$ cat config.mk
export PLATFORM = sky130hd
export DESIGN_NAME = record_sequence_filter_core
export DESIGN_NICKNAME = d
export VERILOG_FILES = /design/src/rtl/core/rsf_pkg.sv /design/src/rtl/core/record_sequence_filter_core.sv
export SDC_FILE = /design/constraint.sdc
export NUM_CORES = 2
export LEC_CHECK = 0
export BUFFER_PORTS_ARGS = -buffer_cell sky130_fd_sc_hd__buf_4
export CELL_PAD_IN_SITES_DETAIL_PLACEMENT = 0
export CELL_PAD_IN_SITES_GLOBAL_PLACEMENT = 1
export CORE_UTILIZATION = 40
export CTS_BUF_LIST = sky130_fd_sc_hd__clkbuf_8
export DETAILED_ROUTE_END_ITERATION = 6
export PLACE_DENSITY = 0.73
export SYNTH_ARGS = -nofsm -noshare
export SYNTH_HDL_FRONTEND = slang
export SYNTH_SLANG_ARGS = --single-unit
$ cat constraint.sdc
create_clock -name clock -period 12.81 [get_ports clock]
set_input_delay 1.281 -clock clock [delete_from_list [all_inputs] [get_ports clock]]
set_output_delay 1.281 -clock clock [all_outputs]
set_load 0.02 [all_outputs]
$ cat src/rtl/core/rsf_pkg.sv
// ----------------------------------------------------------------------------
// rsf_pkg - shared definitions for the record sequence filter
// Field widths, counter constants, register indexes, the emission sequencer
// state type and a saturating increment helper.
// ----------------------------------------------------------------------------
package rsf_pkg;

   localparam int unsigned WORD_W             = 32;
   localparam int unsigned MAX_RECORD_DEFAULT = 16;

   // Configuration register file.
   localparam int unsigned CSR_DATA_W      = 5;
   localparam int unsigned CSR_INDEX_W     = 1;
   localparam int unsigned REC_LEN_W       = 5;
   localparam int unsigned CNT_OFF_W       = 4;

   localparam logic [CSR_INDEX_W-1:0] CSR_RECORD_LEN     = 1'd0;
   localparam logic [CSR_INDEX_W-1:0] CSR_COUNTER_OFFSET = 1'd1;

   localparam logic [REC_LEN_W-1:0] REC_LEN_RESET = 5'd4;
   localparam logic [CNT_OFF_W-1:0] CNT_OFF_RESET = 4'd3;

   // Sequence counter carried in the top byte of the counter word.
   localparam logic [7:0] CNT_STEP = 8'd2;
   localparam logic [7:0] CNT_WRAP = 8'hB8;

   // Result kinds carried in tuser.
   localparam logic KIND_WORD    = 1'b0;
   localparam logic KIND_SUMMARY = 1'b1;

   typedef enum logic [1:0] {
      SEQ_IDLE,
      SEQ_HELD,
      SEQ_CUR,
      SEQ_SUM
   } seq_state_type;

   function automatic logic [WORD_W-1:0] sat_inc(input logic [WORD_W-1:0] v);
      return (v == {WORD_W{1'b1}}) ? v : v + {{(WORD_W-1){1'b0}}, 1'b1};
   endfunction

endpackage

$ cat src/rtl/core/record_sequence_filter_core.sv
// ----------------------------------------------------------------------------
// record_sequence_filter_core - sequence counter check on fixed-length records
// Passes records whose counter byte follows the expected sequence, resyncs on
// a counter pair of 0 then 2, and closes each stream with a summary word.
// ----------------------------------------------------------------------------
// Output path: the first word of a passed record goes through the sequencer
//   state, the read data register and the output register to rsp_.
// Throughput: one input word per cycle while no result is due; a word that
//   releases results holds req_tready low while the emission sequencer reads
//   them out of the record memory at one word per cycle unless rsp_ stalls.
// Reset: synchronous, active high; clears all control state and restores the
//   register defaults. The record memory is not cleared and needs no pass.
// ----------------------------------------------------------------------------
module record_sequence_filter_core #(
   parameter int unsigned MAX_RECORD = rsf_pkg::MAX_RECORD_DEFAULT
) (
   input  logic                             clock,
   input  logic                             reset,

   input  logic                             csr_we,
   input  logic [rsf_pkg::CSR_INDEX_W-1:0]  csr_index,
   input  logic [rsf_pkg::CSR_DATA_W-1:0]   csr_wdata,

   input  logic                             req_tvalid,
   output logic                             req_tready,
   input  logic [31:0]                      req_tdata,   // [31:0] data_word
   input  logic                             req_tlast,   // stream_end

   output logic                             rsp_tvalid,
   input  logic                             rsp_tready,
   // [31:0] out_word, [63:32] bad_records, [95:64] total_records
   output logic [95:0]                      rsp_tdata,
   output logic                             rsp_tlast,   // record_last
   output logic                             rsp_tuser    // kind
);

   // Position inside a record, length of a record, and memory address widths.
   // The memory holds two banks of one record each: the record being filled
   // and the record held back for one record of lookahead.
   localparam int unsigned PW    = (MAX_RECORD > 1) ? $clog2(MAX_RECORD) : 1;
   localparam int unsigned LW    = $clog2(MAX_RECORD + 1);
   localparam int unsigned AW    = PW + 1;
   localparam int unsigned DEPTH = 2 ** AW;
   localparam int unsigned WW    = rsf_pkg::WORD_W;

   // ------------------------------------------------------------------------
   // Configuration registers
   // ------------------------------------------------------------------------
   logic [rsf_pkg::REC_LEN_W-1:0] rec_len_ff;
   logic [rsf_pkg::CNT_OFF_W-1:0] cnt_off_ff;

   always_ff @(posedge clock) begin
      if (reset) begin
         rec_len_ff <= rsf_pkg::REC_LEN_RESET;
         cnt_off_ff <= rsf_pkg::CNT_OFF_RESET;
      end else if (csr_we) begin
         case (csr_index)
            rsf_pkg::CSR_RECORD_LEN:     rec_len_ff <= csr_wdata[rsf_pkg::REC_LEN_W-1:0];
            rsf_pkg::CSR_COUNTER_OFFSET: cnt_off_ff <= csr_wdata[rsf_pkg::CNT_OFF_W-1:0];
            default: ;
         endcase
      end
   end

   // Effective record length and counter position. A length of zero acts as
   // one, a length above MAX_RECORD acts as MAX_RECORD, and a counter
   // position past the record end acts as the last word of the record.
   logic [LW-1:0] rec_len;
   logic [PW-1:0] cnt_off;

   always_comb begin
      if (rec_len_ff == '0) begin
         rec_len = LW'(1);
      end else if (32'(rec_len_ff) > 32'(MAX_RECORD)) begin
         rec_len = LW'(MAX_RECORD);
      end else begin
         rec_len = LW'(rec_len_ff);
      end
      if (32'(cnt_off_ff) >= 32'(rec_len)) begin
         cnt_off = PW'(rec_len - LW'(1));
      end else begin
         cnt_off = PW'(cnt_off_ff);
      end
   end

   // ------------------------------------------------------------------------
   // Stream state
   // ------------------------------------------------------------------------
   logic [PW-1:0] wpos_ff,     wpos_in;
   logic          hdr_seen_ff, hdr_seen_in;
   logic [7:0]    exp_cnt_ff,  exp_cnt_in;
   logic          in_sync_ff,  in_sync_in;
   logic          rsync_ff,    rsync_in;
   logic [WW-1:0] bad_ff,      bad_in;
   logic [WW-1:0] total_ff,    total_in;
   logic [7:0]    cnt_byte_ff, cnt_byte_in;
   logic          bank_ff,     bank_in;
   logic [WW-1:0] sum_bad_ff,  sum_bad_in;
   logic [WW-1:0] sum_tot_ff,  sum_tot_in;

   logic          req_fire;
   logic [7:0]    top;
   logic [7:0]    rec_cnt;
   logic [7:0]    exp_step;
   logic          emit_held;
   logic          emit_cur;
   logic          emit_sum;
   logic          mem_we;

   assign req_fire = req_tvalid && req_tready;
   assign top      = req_tdata[31:24];

   // One accepted word updates the stream state in a single pass, in the same
   // order as the checks are defined: seed, pending resync decision, then the
   // end-of-record verdict, then the end-of-stream summary.
   always_comb begin
      wpos_in     = wpos_ff;
      hdr_seen_in = hdr_seen_ff;
      exp_cnt_in  = exp_cnt_ff;
      in_sync_in  = in_sync_ff;
      rsync_in    = rsync_ff;
      bad_in      = bad_ff;
      total_in    = total_ff;
      cnt_byte_in = cnt_byte_ff;
      bank_in     = bank_ff;
      sum_bad_in  = sum_bad_ff;
      sum_tot_in  = sum_tot_ff;
      emit_held   = 1'b0;
      emit_cur    = 1'b0;
      emit_sum    = 1'b0;
      mem_we      = 1'b0;
      rec_cnt     = (wpos_ff == cnt_off) ? top : cnt_byte_ff;
      exp_step    = '0;

      if (req_fire) begin
         if (!hdr_seen_ff) begin
            // The header is never stored; it only seeds the counter when the
            // counter sits at the first record word.
            hdr_seen_in = 1'b1;
            if (cnt_off == '0) begin
               exp_cnt_in = top + rsf_pkg::CNT_STEP;
            end
         end else begin
            mem_we = 1'b1;
            if (wpos_ff == cnt_off) begin
               cnt_byte_in = top;
            end

            // Seed from stream word counter_offset while no record is done.
            if ((total_ff == '0) && !rsync_ff && (cnt_off != '0) &&
                (wpos_ff == cnt_off - PW'(1))) begin
               exp_cnt_in = top + rsf_pkg::CNT_STEP;
            end

            // The counter word of the record after a held one decides it.
            if (rsync_ff && (wpos_ff == cnt_off)) begin
               rsync_in = 1'b0;
               if (top == rsf_pkg::CNT_STEP) begin
                  emit_held  = 1'b1;
                  in_sync_in = 1'b1;
                  exp_cnt_in = rsf_pkg::CNT_STEP;
               end else begin
                  bad_in = rsf_pkg::sat_inc(bad_in);
               end
            end

            if ((LW'(wpos_ff) + LW'(1)) >= rec_len) begin
               wpos_in  = '0;
               total_in = rsf_pkg::sat_inc(total_ff);
               if (rec_cnt == exp_cnt_in) begin
                  in_sync_in = 1'b1;
                  emit_cur   = 1'b1;
                  exp_step   = exp_cnt_in + rsf_pkg::CNT_STEP;
                  exp_cnt_in = (exp_step == rsf_pkg::CNT_WRAP) ? '0 : exp_step;
               end else if (!in_sync_in && (rec_cnt == '0) && !req_tlast) begin
                  // Hold this record: its bank is frozen and the next record
                  // fills the other bank.
                  bank_in  = ~bank_ff;
                  rsync_in = 1'b1;
               end else begin
                  in_sync_in = 1'b0;
                  bad_in     = rsf_pkg::sat_inc(bad_in);
               end
            end else begin
               wpos_in = wpos_ff + PW'(1);
            end
         end

         if (req_tlast) begin
            // A hold that never saw its lookahead counts as bad.
            if (rsync_in) begin
               bad_in = rsf_pkg::sat_inc(bad_in);
            end
            emit_sum    = 1'b1;
            sum_bad_in  = bad_in;
            sum_tot_in  = total_in;
            wpos_in     = '0;
            hdr_seen_in = 1'b0;
            exp_cnt_in  = '0;
            in_sync_in  = 1'b0;
            rsync_in    = 1'b0;
            bad_in      = '0;
            total_in    = '0;
         end
      end
   end

   always_ff @(posedge clock) begin
      if (reset) begin
         wpos_ff     <= '0;
         hdr_seen_ff <= 1'b0;
         exp_cnt_ff  <= '0;
         in_sync_ff  <= 1'b0;
         rsync_ff    <= 1'b0;
         bad_ff      <= '0;
         total_ff    <= '0;
         bank_ff     <= 1'b0;
      end else begin
         wpos_ff     <= wpos_in;
         hdr_seen_ff <= hdr_seen_in;
         exp_cnt_ff  <= exp_cnt_in;
         in_sync_ff  <= in_sync_in;
         rsync_ff    <= rsync_in;
         bad_ff      <= bad_in;
         total_ff    <= total_in;
         bank_ff     <= bank_in;
      end
   end

   // Payload side registers need no reset.
   always_ff @(posedge clock) begin
      cnt_byte_ff <= cnt_byte_in;
      sum_bad_ff  <= sum_bad_in;
      sum_tot_ff  <= sum_tot_in;
   end

   // ------------------------------------------------------------------------
   // Emission sequencer
   // ------------------------------------------------------------------------
   // After a word that releases results, the sequencer walks the held bank
   // (if the held record passed), then the current bank (if the current record
   // passed), then issues the end-of-stream summary. Input is stalled until
   // all results are issued, so a bank is never overwritten until read out.
   rsf_pkg::seq_state_type seq_ff, seq_in;
   logic [PW-1:0] idx_ff,      idx_in;
   logic          pend_cur_ff, pend_cur_in;
   logic          pend_sum_ff, pend_sum_in;

   logic          slot_free;
   logic          move;
   logic          idx_last;
   logic          iss_valid;
   logic          iss_kind;
   logic          iss_last;
   logic          rd_en;
   logic [AW-1:0] rd_addr;

   logic          rdv_ff;
   logic          rd_kind_ff;
   logic          rd_last_ff;
   logic [WW-1:0] rd_bad_ff;
   logic [WW-1:0] rd_tot_ff;
   logic [WW-1:0] rd_data_ff;

   assign idx_last   = (LW'(idx_ff) + LW'(1)) == rec_len;
   assign move       = rdv_ff && (!rsp_tvalid || rsp_tready);
   assign slot_free  = !rdv_ff || move;
   assign req_tready = (seq_ff == rsf_pkg::SEQ_IDLE);

   // Next state.
   always_comb begin
      seq_in      = seq_ff;
      idx_in      = idx_ff;
      pend_cur_in = pend_cur_ff;
      pend_sum_in = pend_sum_ff;
      case (seq_ff)
         rsf_pkg::SEQ_IDLE: begin
            idx_in      = '0;
            pend_cur_in = emit_cur;
            pend_sum_in = emit_sum;
            if (emit_held) begin
               seq_in = rsf_pkg::SEQ_HELD;
            end else if (emit_cur) begin
               seq_in = rsf_pkg::SEQ_CUR;
            end else if (emit_sum) begin
               seq_in = rsf_pkg::SEQ_SUM;
            end
         end
         rsf_pkg::SEQ_HELD: begin
            if (slot_free) begin
               if (idx_last) begin
                  idx_in = '0;
                  if (pend_cur_ff) begin
                     seq_in = rsf_pkg::SEQ_CUR;
                  end else if (pend_sum_ff) begin
                     seq_in = rsf_pkg::SEQ_SUM;
                  end else begin
                     seq_in = rsf_pkg::SEQ_IDLE;
                  end
               end else begin
                  idx_in = idx_ff + PW'(1);
               end
            end
         end
         rsf_pkg::SEQ_CUR: begin
            if (slot_free) begin
               if (idx_last) begin
                  idx_in = '0;
                  seq_in = pend_sum_ff ? rsf_pkg::SEQ_SUM : rsf_pkg::SEQ_IDLE;
               end else begin
                  idx_in = idx_ff + PW'(1);
               end
            end
         end
         rsf_pkg::SEQ_SUM: begin
            if (slot_free) begin
               seq_in = rsf_pkg::SEQ_IDLE;
            end
         end
         default: begin
            seq_in = rsf_pkg::SEQ_IDLE;
         end
      endcase
   end

   // Issue outputs. The held record sits in the bank that is not being filled.
   always_comb begin
      iss_valid = 1'b0;
      iss_kind  = rsf_pkg::KIND_WORD;
      iss_last  = 1'b0;
      rd_en     = 1'b0;
      rd_addr   = {bank_ff, idx_ff};
      case (seq_ff)
         rsf_pkg::SEQ_HELD: begin
            rd_addr   = {~bank_ff, idx_ff};
            iss_valid = slot_free;
            rd_en     = slot_free;
            iss_last  = idx_last;
         end
         rsf_pkg::SEQ_CUR: begin
            iss_valid = slot_free;
            rd_en     = slot_free;
            iss_last  = idx_last;
         end
         rsf_pkg::SEQ_SUM: begin
            iss_valid = slot_free;
            iss_kind  = rsf_pkg::KIND_SUMMARY;
         end
         default: ;
      endcase
   end

   always_ff @(posedge clock) begin
      if (reset) begin
         seq_ff      <= rsf_pkg::SEQ_IDLE;
         idx_ff      <= '0;
         pend_cur_ff <= 1'b0;
         pend_sum_ff <= 1'b0;
      end else begin
         seq_ff      <= seq_in;
         idx_ff      <= idx_in;
         pend_cur_ff <= pend_cur_in;
         pend_sum_ff <= pend_sum_in;
      end
   end

   // ------------------------------------------------------------------------
   // Record memory: two banks, written by accepted words, read by the
   // sequencer. The read data register only loads on a read, so it also holds
   // a word while the output register is stalled.
   // ------------------------------------------------------------------------
   logic [WW-1:0] store_mem [DEPTH];

   always_ff @(posedge clock) begin
      if (mem_we) begin
         store_mem[{bank_ff, wpos_ff}] <= req_tdata;
      end
      if (rd_en) begin
         rd_data_ff <= store_mem[rd_addr];
      end
   end

   // Read stage: tag bits and summary counts travel beside the memory data.
   always_ff @(posedge clock) begin
      if (reset) begin
         rdv_ff <= 1'b0;
      end else if (iss_valid) begin
         rdv_ff <= 1'b1;
      end else if (move) begin
         rdv_ff <= 1'b0;
      end
   end

   always_ff @(posedge clock) begin
      if (iss_valid) begin
         rd_kind_ff <= iss_kind;
         rd_last_ff <= iss_last;
         rd_bad_ff  <= sum_bad_ff;
         rd_tot_ff  <= sum_tot_ff;
      end
   end

   // ------------------------------------------------------------------------
   // Output register
   // ------------------------------------------------------------------------
   logic          rsp_valid_ff;
   logic          rsp_kind_ff;
   logic          rsp_last_ff;
   logic [WW-1:0] rsp_word_ff;
   logic [WW-1:0] rsp_bad_ff;
   logic [WW-1:0] rsp_tot_ff;

   always_ff @(posedge clock) begin
      if (reset) begin
         rsp_valid_ff <= 1'b0;
      end else if (move) begin
         rsp_valid_ff <= 1'b1;
      end else if (rsp_tready) begin
         rsp_valid_ff <= 1'b0;
      end
   end

   // A summary carries zero in the word fields; a record word carries zero
   // in the count fields.
   always_ff @(posedge clock) begin
      if (move) begin
         rsp_kind_ff <= rd_kind_ff;
         if (rd_kind_ff == rsf_pkg::KIND_SUMMARY) begin
            rsp_word_ff <= '0;
            rsp_last_ff <= 1'b0;
            rsp_bad_ff  <= rd_bad_ff;
            rsp_tot_ff  <= rd_tot_ff;
         end else begin
            rsp_word_ff <= rd_data_ff;
            rsp_last_ff <= rd_last_ff;
            rsp_bad_ff  <= '0;
            rsp_tot_ff  <= '0;
         end
      end
   end

   assign rsp_tvalid = rsp_valid_ff;
   assign rsp_tdata  = {rsp_tot_ff, rsp_bad_ff, rsp_word_ff};
   assign rsp_tlast  = rsp_last_ff;
   assign rsp_tuser  = rsp_kind_ff;

endmodule

After elaboration in Yosys (flattened, before gate mapping)
Memories as Yosys holds them, arrays and structs flattened. A register that Yosys moved wholly into a read port is not among the register bits.
Cells that the tools add are included.

storage, ports and cells
  bits in latches = 0
  logic and storage cells = 193
  memories = 1
  memory bits (writable) = 1024
  output and inout bits = 100
  ROM bits = 0
  register bits = 335

memories
  name       depth  width  read ports  clocked after memory_dff  write ports  RTL line                            source
  store_mem  32     32     1           1                         1            record_sequence_filter_core.sv:372  logic [WW-1:0] store_mem [DEPTH];

cells by class
  reductions and logical operators = 37
  shift-type cells = 0
  multiplexer cells = 89
  magnitude comparators = 3
  multiply operators = 0
  bitwise gates (word level) = 3
  div/mod/pow operators = 0
  add/sub/neg operators = 12
  eq/ne operators = 20

operators with widths
  operator               count
  $mux 32                18
  $add 32x1->32 const B  4
  $eq 32x32->1 const B   4
  $mux 8                 12
  $mux 1                 38
  $logic_not 32->1       1
  $mux 4                 6
  $mux 2                 10
  $add 8x2->8 const B    2
  $mux 5                 3
  $reduce_and 2->1       7
  $add 4x1->5 const B    2
  $ne 2x2->1 const B     5
  $add 4x1->4 const B    2
  $eq 4x4->1             2
  $eq 8x2->1 const B     1
  $eq 8x8->1             1
  $eq 8x8->1 const B     1
  $logic_and 1x1->1      8
  $logic_not 8->1        1
  $pmux 2 s4             1
  $pmux 4 s2             1
  $reduce_bool 2->1      4
  $sub 4x1->4 const B    2
  20 further kinds       28

Longest topological paths before layout
  depth in word-level cells = 21
  mapped depth = 35
  gate-level depth less buffers = 31

Worst setup path before layout
Ideal clock, no wire load.

  path kind = reg-to-reg
  from = register rec_len_ff[2] (netlist bit)
  to = register sum_bad_ff[18] (data pin)
  slack = 6187 ps
  stages on the path, launching flop included = 33
  required time = 12538 ps
  clock period less this slack = 6623 ps
  arrival time = 6351 ps
  path through = dfxtp_1 > nor3_2 > nor2_1 > nor2_1 > ha_1 > nor2b_1 > o21a_1 > nor2_1 > mux2i_1 > ha_1 > buf_2 > nand2_1 > mux2i_1 > a21oi_1 > a2111oi_0 > nand4_2 > mux2i_4 > xnor2_1 > and4b_1 > clkbuf_1 > a21boi_2 > clkbuf_1 > a21oi_1 > o21ai_0 > xor2_1 > inv_1 > ha_1 > nand3b_1 > nor4b_4 > a211oi_1 > buf_4 > nand4_1 > xor2_1

on the way
  longest elaborated chain between the ends = 21
  elaborated cells between the ends (all ways) = 50

ends and longest elaborated chain
  item                                                                    RTL line                            source
  from (decl)                                                             record_sequence_filter_core.sv:49   logic [rsf_pkg::REC_LEN_W-1:0] rec_len_ff;
  from (signal assigned)                                                  record_sequence_filter_core.sv:54   rec_len_ff <= rsf_pkg::REC_LEN_RESET;
  from (signal assigned)                                                  record_sequence_filter_core.sv:58   rsf_pkg::CSR_RECORD_LEN: rec_len_ff <= csr_wdata[rsf_pkg::REC_LEN_W-1:0];
  $gt 5x5->1                                                              record_sequence_filter_core.sv:74   end else if (32'(rec_len_ff) > 32'(MAX_RECORD)) begin
  $mux 5                                                                  record_sequence_filter_core.sv:74
  $mux 5 *                                                                record_sequence_filter_core.sv:72   if (rec_len_ff == '0) begin
  parallel branches: the longest is 17 deep, another holds $add 32x1->32  --
  $mux 32 *                                                               record_sequence_filter_core.sv:191  if (rsync_in) begin
  to (signal assigned)                                                    record_sequence_filter_core.sv:233  sum_bad_ff <= sum_bad_in;
  to (decl)                                                               record_sequence_filter_core.sv:98   logic [WW-1:0] sum_bad_ff, sum_bad_in;

Mark *: on every way between the ends. The select of a mux whose other input is x is not followed.
A chain may end at the register's enable or synchronous reset.

Worst setup path in the final report
  from = register rec_len_ff[2] (netlist bit)
  to = register sum_bad_ff[21] (data pin)

The elaborated chain is that of the path after synthesis.

==> out/results.env <==
SYNTH-COMPOUND-AREA-SHARE=0.0389
VDD_DROP_MAX_V=0.000117
REG2REG_TO='sum_bad_ff[21]'
ROWS=139
TNS_NS=0
POWER.INTERNAL_W=0.00785
ROUTE.VIAS.TOTAL=31800
POWER_PER_CELL_AREA_nW_PER_UM2=164
SWITCHING_PORTION_OF_TOTAL_POWER=0.266
VIA_COUNT_NORMALIZED_BY_INSTANCE_COUNT=5.63
WORST-ENDPOINT-REQUIRED_NS=13.41
LAYOUT.NETS=3630
CTS_MAX_LEVEL=4
SYNTH_SEQ_CELLS=1391
POSTSYNTH.ASYNCRESETSHARE=0
SYNTH.MUX.AREA_FRACTION=0.137
DIEAREA_UM2=146000
GRT_FIRST_PASS_WIRELENGTH_MM=211
FINAL-INSTANCE-COUNT-EXCL-FILL=5645
SYNTH-SIMPLE-AREA-SHARE=0.0750
POST_ROUTE_CELLS_DRIVE_ABOVE_1_SHARE=0.249
HOLD_WC_PATH_TYPE='flip-flop to flip-flop'
CTSROOTBUFFERMASTER='sky130_fd_sc_hd__clkbuf_8'
CTS_MADE_BUFFERS=211
PERIOD_MINUS_SLACK_NS=8.21
GLOBALROUTEOVERFLOWTOTAL=0
SYNTHESIS.NETS=3401
GPL.FINAL_WEIGHTED_CONGESTION=0.877
NETLIST_TOP_CELLS_AREA='sky130_fd_sc_hd__edfxtp_1 (67%), sky130_fd_sc_hd__mux4_2 (12%), sky130_fd_sc_hd__dfxtp_1 (3.4%)'
SYNTH.LARGEST_AREA_CELL='sky130_fd_sc_hd__edfxtp_1'
LAYOUT.FILLER_CELLS=12300
RESULT_OF_THE_RUN='completed'
AREA.GROWTH.SYNTH_TO_FINAL_PCT=13.1
CTS_HOLD_BUFFERS=0
LARGEST_FAMILY_OF_LOGIC_CELLS_BY_SYNTHESIZED_AREA='multiplexers'
CLASS_OF_THE_MOST_CRITICAL_SETUP_PATH='flip-flop to flip-flop'
PERIOD_SHARE=0.641
FINCLKSKEW_NS=0.0662
SHARE_CLK_OF_TOTAL_POWER=0.327
FINAL-SEQ-AREA_UM2=40800
SYNTHMOSTINSTANTIATEDCELL='sky130_fd_sc_hd__edfxtp_1'
WHS_ENDPOINT='rd_bad_ff[5]'
PIN_COUNT_OF_THE_BIGGEST_NET_ENTERING_GLOBAL_ROUTING=130
START_UTIL=0.403
DESIGN.PORTCOUNT=144
DRC=0
CTS-ROOT-TO-SINK-BUFFERS=3
PORT_BUFFERS=143
SYN-MEAN-INSTANCE-AREA_UM2=17.3
CPPEAKSTAGEDELAY_NS=0.85
HOLD_VIOL_FINAL=0
DRT.ANTENNA.VIOLATING_NETS=0
POSTSYNTHCELLCOUNT=3329
YOSYSTOPAREACELLSHARE=0.672
POWER_LEAKAGE_nW=20.6
CTS.REPAIR_TIMING.SETUP_BUFFER_COUNT=0
FIN_MAX_SLEW_VIOS=0
PLACEDCELLCOUNT=5248
INITIAL_ANTENNA_VIOLATION_COUNT=8
DRT_ITER0_MARKERS=3319
TRITONCTS='built'
SYNTHESIZED_AREA_FRACTION_OCCUPIED_BY_ADDER_CELLS=0.00607
SYNTH.TOP_CELLS.BY_COUNT='sky130_fd_sc_hd__edfxtp_1 (1292), sky130_fd_sc_hd__mux4_2 (320), sky130_fd_sc_hd__nor2_1 (220)'
FINALCOREUTILIZATION=0.455
FP.DIEH_UM=382
WL_PER_CELL_UM=25.6
MULTI_INPUT_COMB_AREA_UM2=16300
POST_ROUTE_CELL_AREA_UM2=65300
MAX_SLEW.WORST_PIN.SLEW_NS=1.11
POWER.COMBINATIONAL.FRACTION=0.159
DETAILEDPLACEMENTHPWL_MM=80.3
SETUP_VIOL_COUNT_FINAL=0
CRITPATHMAXFANOUT=19
MAX_SLEW_MARGIN=0.255
STARTPOINT_TYPE='flip-flop'
YOSYS.AREA_SHARE.XOR_XNOR=0.0203
TIMING.CRITICAL_PATH.ARRIVAL_NS=8.81
YS_SEQ_AREA_FRAC=0.707
GRTUSAGETOTAL=0.197
NETLIST_AREA_UM2=57700
RRSETUPSLACK_NS=4.60
LIBRARY_CELL_CONTRIBUTING_THE_LARGEST_SINGLE_DELAY_ON_THE_CRITICAL_PATH='sky130_fd_sc_hd__a21boi_2'
CLKLATENCYLATEPIN_NS=0.93
SEQ_POWER_SHARE=0.513
FIRST_GLOBAL_VIAS=31500
CTS.SINK_COUNT=1391
DETAILEDROUTE.FIRSTPASSITERATIONCOUNT=6
DPL_CELL_AREA_UM2=61200
CTS_RESIZED=0
MAX_FREQ_MHz=122
WORST_MIN_DELAY_PATH_STARTPOINT='sum_bad_ff[5]'
ROUTED_WIRELENGTH_MM=144
REG2REG_FROM='rec_len_ff[2]'
YS.WARNINGS.COUNT=0
NETSWITCHINGPOWER_W=0.00285
REG2REGPATHDEPTH=25
WORST_HOLD_PATH.NUM_CELLS=0
SYNTH_FF_TYPE='sky130_fd_sc_hd__edfxtp_1'
SYNTH_ENABLE_FLOP_CELLS=1292
DIE_WIDTH_UM=382
END_KIND='flip-flop'
CORE_UM2=143000
RSZ_0062_RAISED_AFTER_GLOBAL_ROUTING='no'
SYNTHDISTINCTLIBCELLS=96
MAXCAPVIOLCOUNT=0
CLK_PIN_SLEW_NS=0.07
[state kept, by name (all words and copies together) (netlist names), 2 cells and up]
register / count
store_mem: 1024
bad_ff: 32
rd_bad_ff: 32
rd_data_ff: 32
rd_tot_ff: 32
rsp_bad_ff: 32
rsp_tot_ff: 32
rsp_word_ff: 32
sum_bad_ff: 32
sum_tot_ff: 32
total_ff: 32
cnt_byte_ff: 8
exp_cnt_ff: 8
rec_len_ff: 5
cnt_off_ff: 4
idx_ff: 4
wpos_ff: 4
seq_ff: 2
[worst max-delay path: cells and delay by family, from the launching register on]
family | cells | cell delay, ns
AO/OA/AOI/OAI | 6 | 2.44
multiplexers | 3 | 0.79
XOR/XNOR | 3 | 0.66
adder cells (fa/ha/maj) | 2 | 0.65
AND/OR/NAND/NOR | 11 | 2.88
flip-flops | 1 | 0.48
[per-layer routing]
| metal | up-vias | track usage | part of all wire |
|---|---|---|---|
| met4 | 10 | 0.0558 | 0.020 |
| met5 | - | 0 | 0.00037 |
| met2 | 1236 | 0.302 | 0.47 |
| li1 | 13800 | - | - |
| met1 | 16600 | 0.284 | 0.44 |
| met3 | 205 | 0.0392 | 0.074 |
[power groups by stage]
| stage | Sequential, W | Combinational (W) | Clock, W |
|---|---|---|---|
| finish | 0.00549 | 0.00170 | 0.00350 |
| global route | 0.00552 | 0.00183 | 0.00377 |
| CTS | 0.00550 | 0.00174 | 0.00358 |
| detailed placement | 0.00559 | 0.00173 | 0 |
| global placement | 0.00559 | 0.00173 | 0 |
| floorplan | 0.00565 | 0.00105 | 0 |
[worst max path at each step]
stage,from,endpoint,depth (start not counted),slack [ns]
after floorplan,rec_len_ff[2],sum_bad_ff[18],32,6.19
after global placement,rec_len_ff[2],sum_bad_ff[21],25,4.88
after detailed placement,rec_len_ff[2],sum_bad_ff[21],25,4.73
after CTS,rec_len_ff[2],sum_bad_ff[21],25,4.65
after global routing,rec_len_ff[2],sum_bad_ff[28],28,3.96
final,rec_len_ff[2],sum_bad_ff[21],25,4.60
[stage by stage]
step / hold WS (ns) / power [W] / worst slack [ns]
3_3_place_gp: 0.400 / 0.00731 / 4.88
2_1_floorplan: 0.400 / 0.00670 / 6.19
4_1_cts: 0.388 / 0.0108 / 4.65
5_1_grt: 0.397 / 0.0111 / 3.96
6_report: 0.399 / 0.0107 / 4.60
3_5_place_dp: 0.405 / 0.00733 / 4.73
[area by class of cell]
class | instances | area share
Multi-Input combinational cell | 1710 | 0.250
Timing Repair Buffer | 211 | 0.0246
Sequential cell | 1391 | 0.625
Tap cell | 1903 | 0.0365
Clock buffer | 216 | 0.0455
Antenna cell | 4 | 0.000153
Inverter | 33 | 0.00190
Clock inverter | 177 | 0.0164
[kinds of logic after synthesis]
| logic type | after synthesis |
|---|---|
| xor gates and xnor gates | 131 |
| adders and majority gates | 28 |
| buffers and inverters | 228 |
| and+or+nand+nor | 835 |
| muxes | 384 |
| DFF | 1391 |
| AOI/OAI and AO/OA | 332 |
[cells in the final DEF, fill, tap and decap left out, types with 24 or more instances in the layout]
cell type / synthesis / layout
sky130_fd_sc_hd__clkinv_2: 0 / 24
sky130_fd_sc_hd__xor2_1: 46 / 45
sky130_fd_sc_hd__nand2_1: 166 / 165
sky130_fd_sc_hd__o21ai_0: 57 / 57
sky130_fd_sc_hd__a22oi_1: 49 / 49
sky130_fd_sc_hd__nor3_1: 48 / 47
sky130_fd_sc_hd__and2_1: 80 / 80
sky130_fd_sc_hd__nor4_1: 34 / 34
sky130_fd_sc_hd__mux2_2: 38 / 38
sky130_fd_sc_hd__inv_1: 31 / 106
sky130_fd_sc_hd__xnor2_1: 83 / 83
sky130_fd_sc_hd__nor2b_1: 46 / 45
sky130_fd_sc_hd__edfxtp_1: 1292 / 1292
sky130_fd_sc_hd__nand4_1: 31 / 31
sky130_fd_sc_hd__ha_1: 28 / 28
sky130_fd_sc_hd__dfxtp_1: 99 / 94
sky130_fd_sc_hd__buf_4: 4 / 209
sky130_fd_sc_hd__clkbuf_8: 0 / 216
sky130_fd_sc_hd__nor2_1: 220 / 186
sky130_fd_sc_hd__nor2_4: 0 / 34
sky130_fd_sc_hd__nand3_1: 71 / 71
sky130_fd_sc_hd__mux4_2: 320 / 320
sky130_fd_sc_hd__a21oi_1: 80 / 80
sky130_fd_sc_hd__clkinv_1: 1 / 51
sky130_fd_sc_hd__and3_1: 25 / 25
Note: power is estimated with default switching activity, not from simulation.
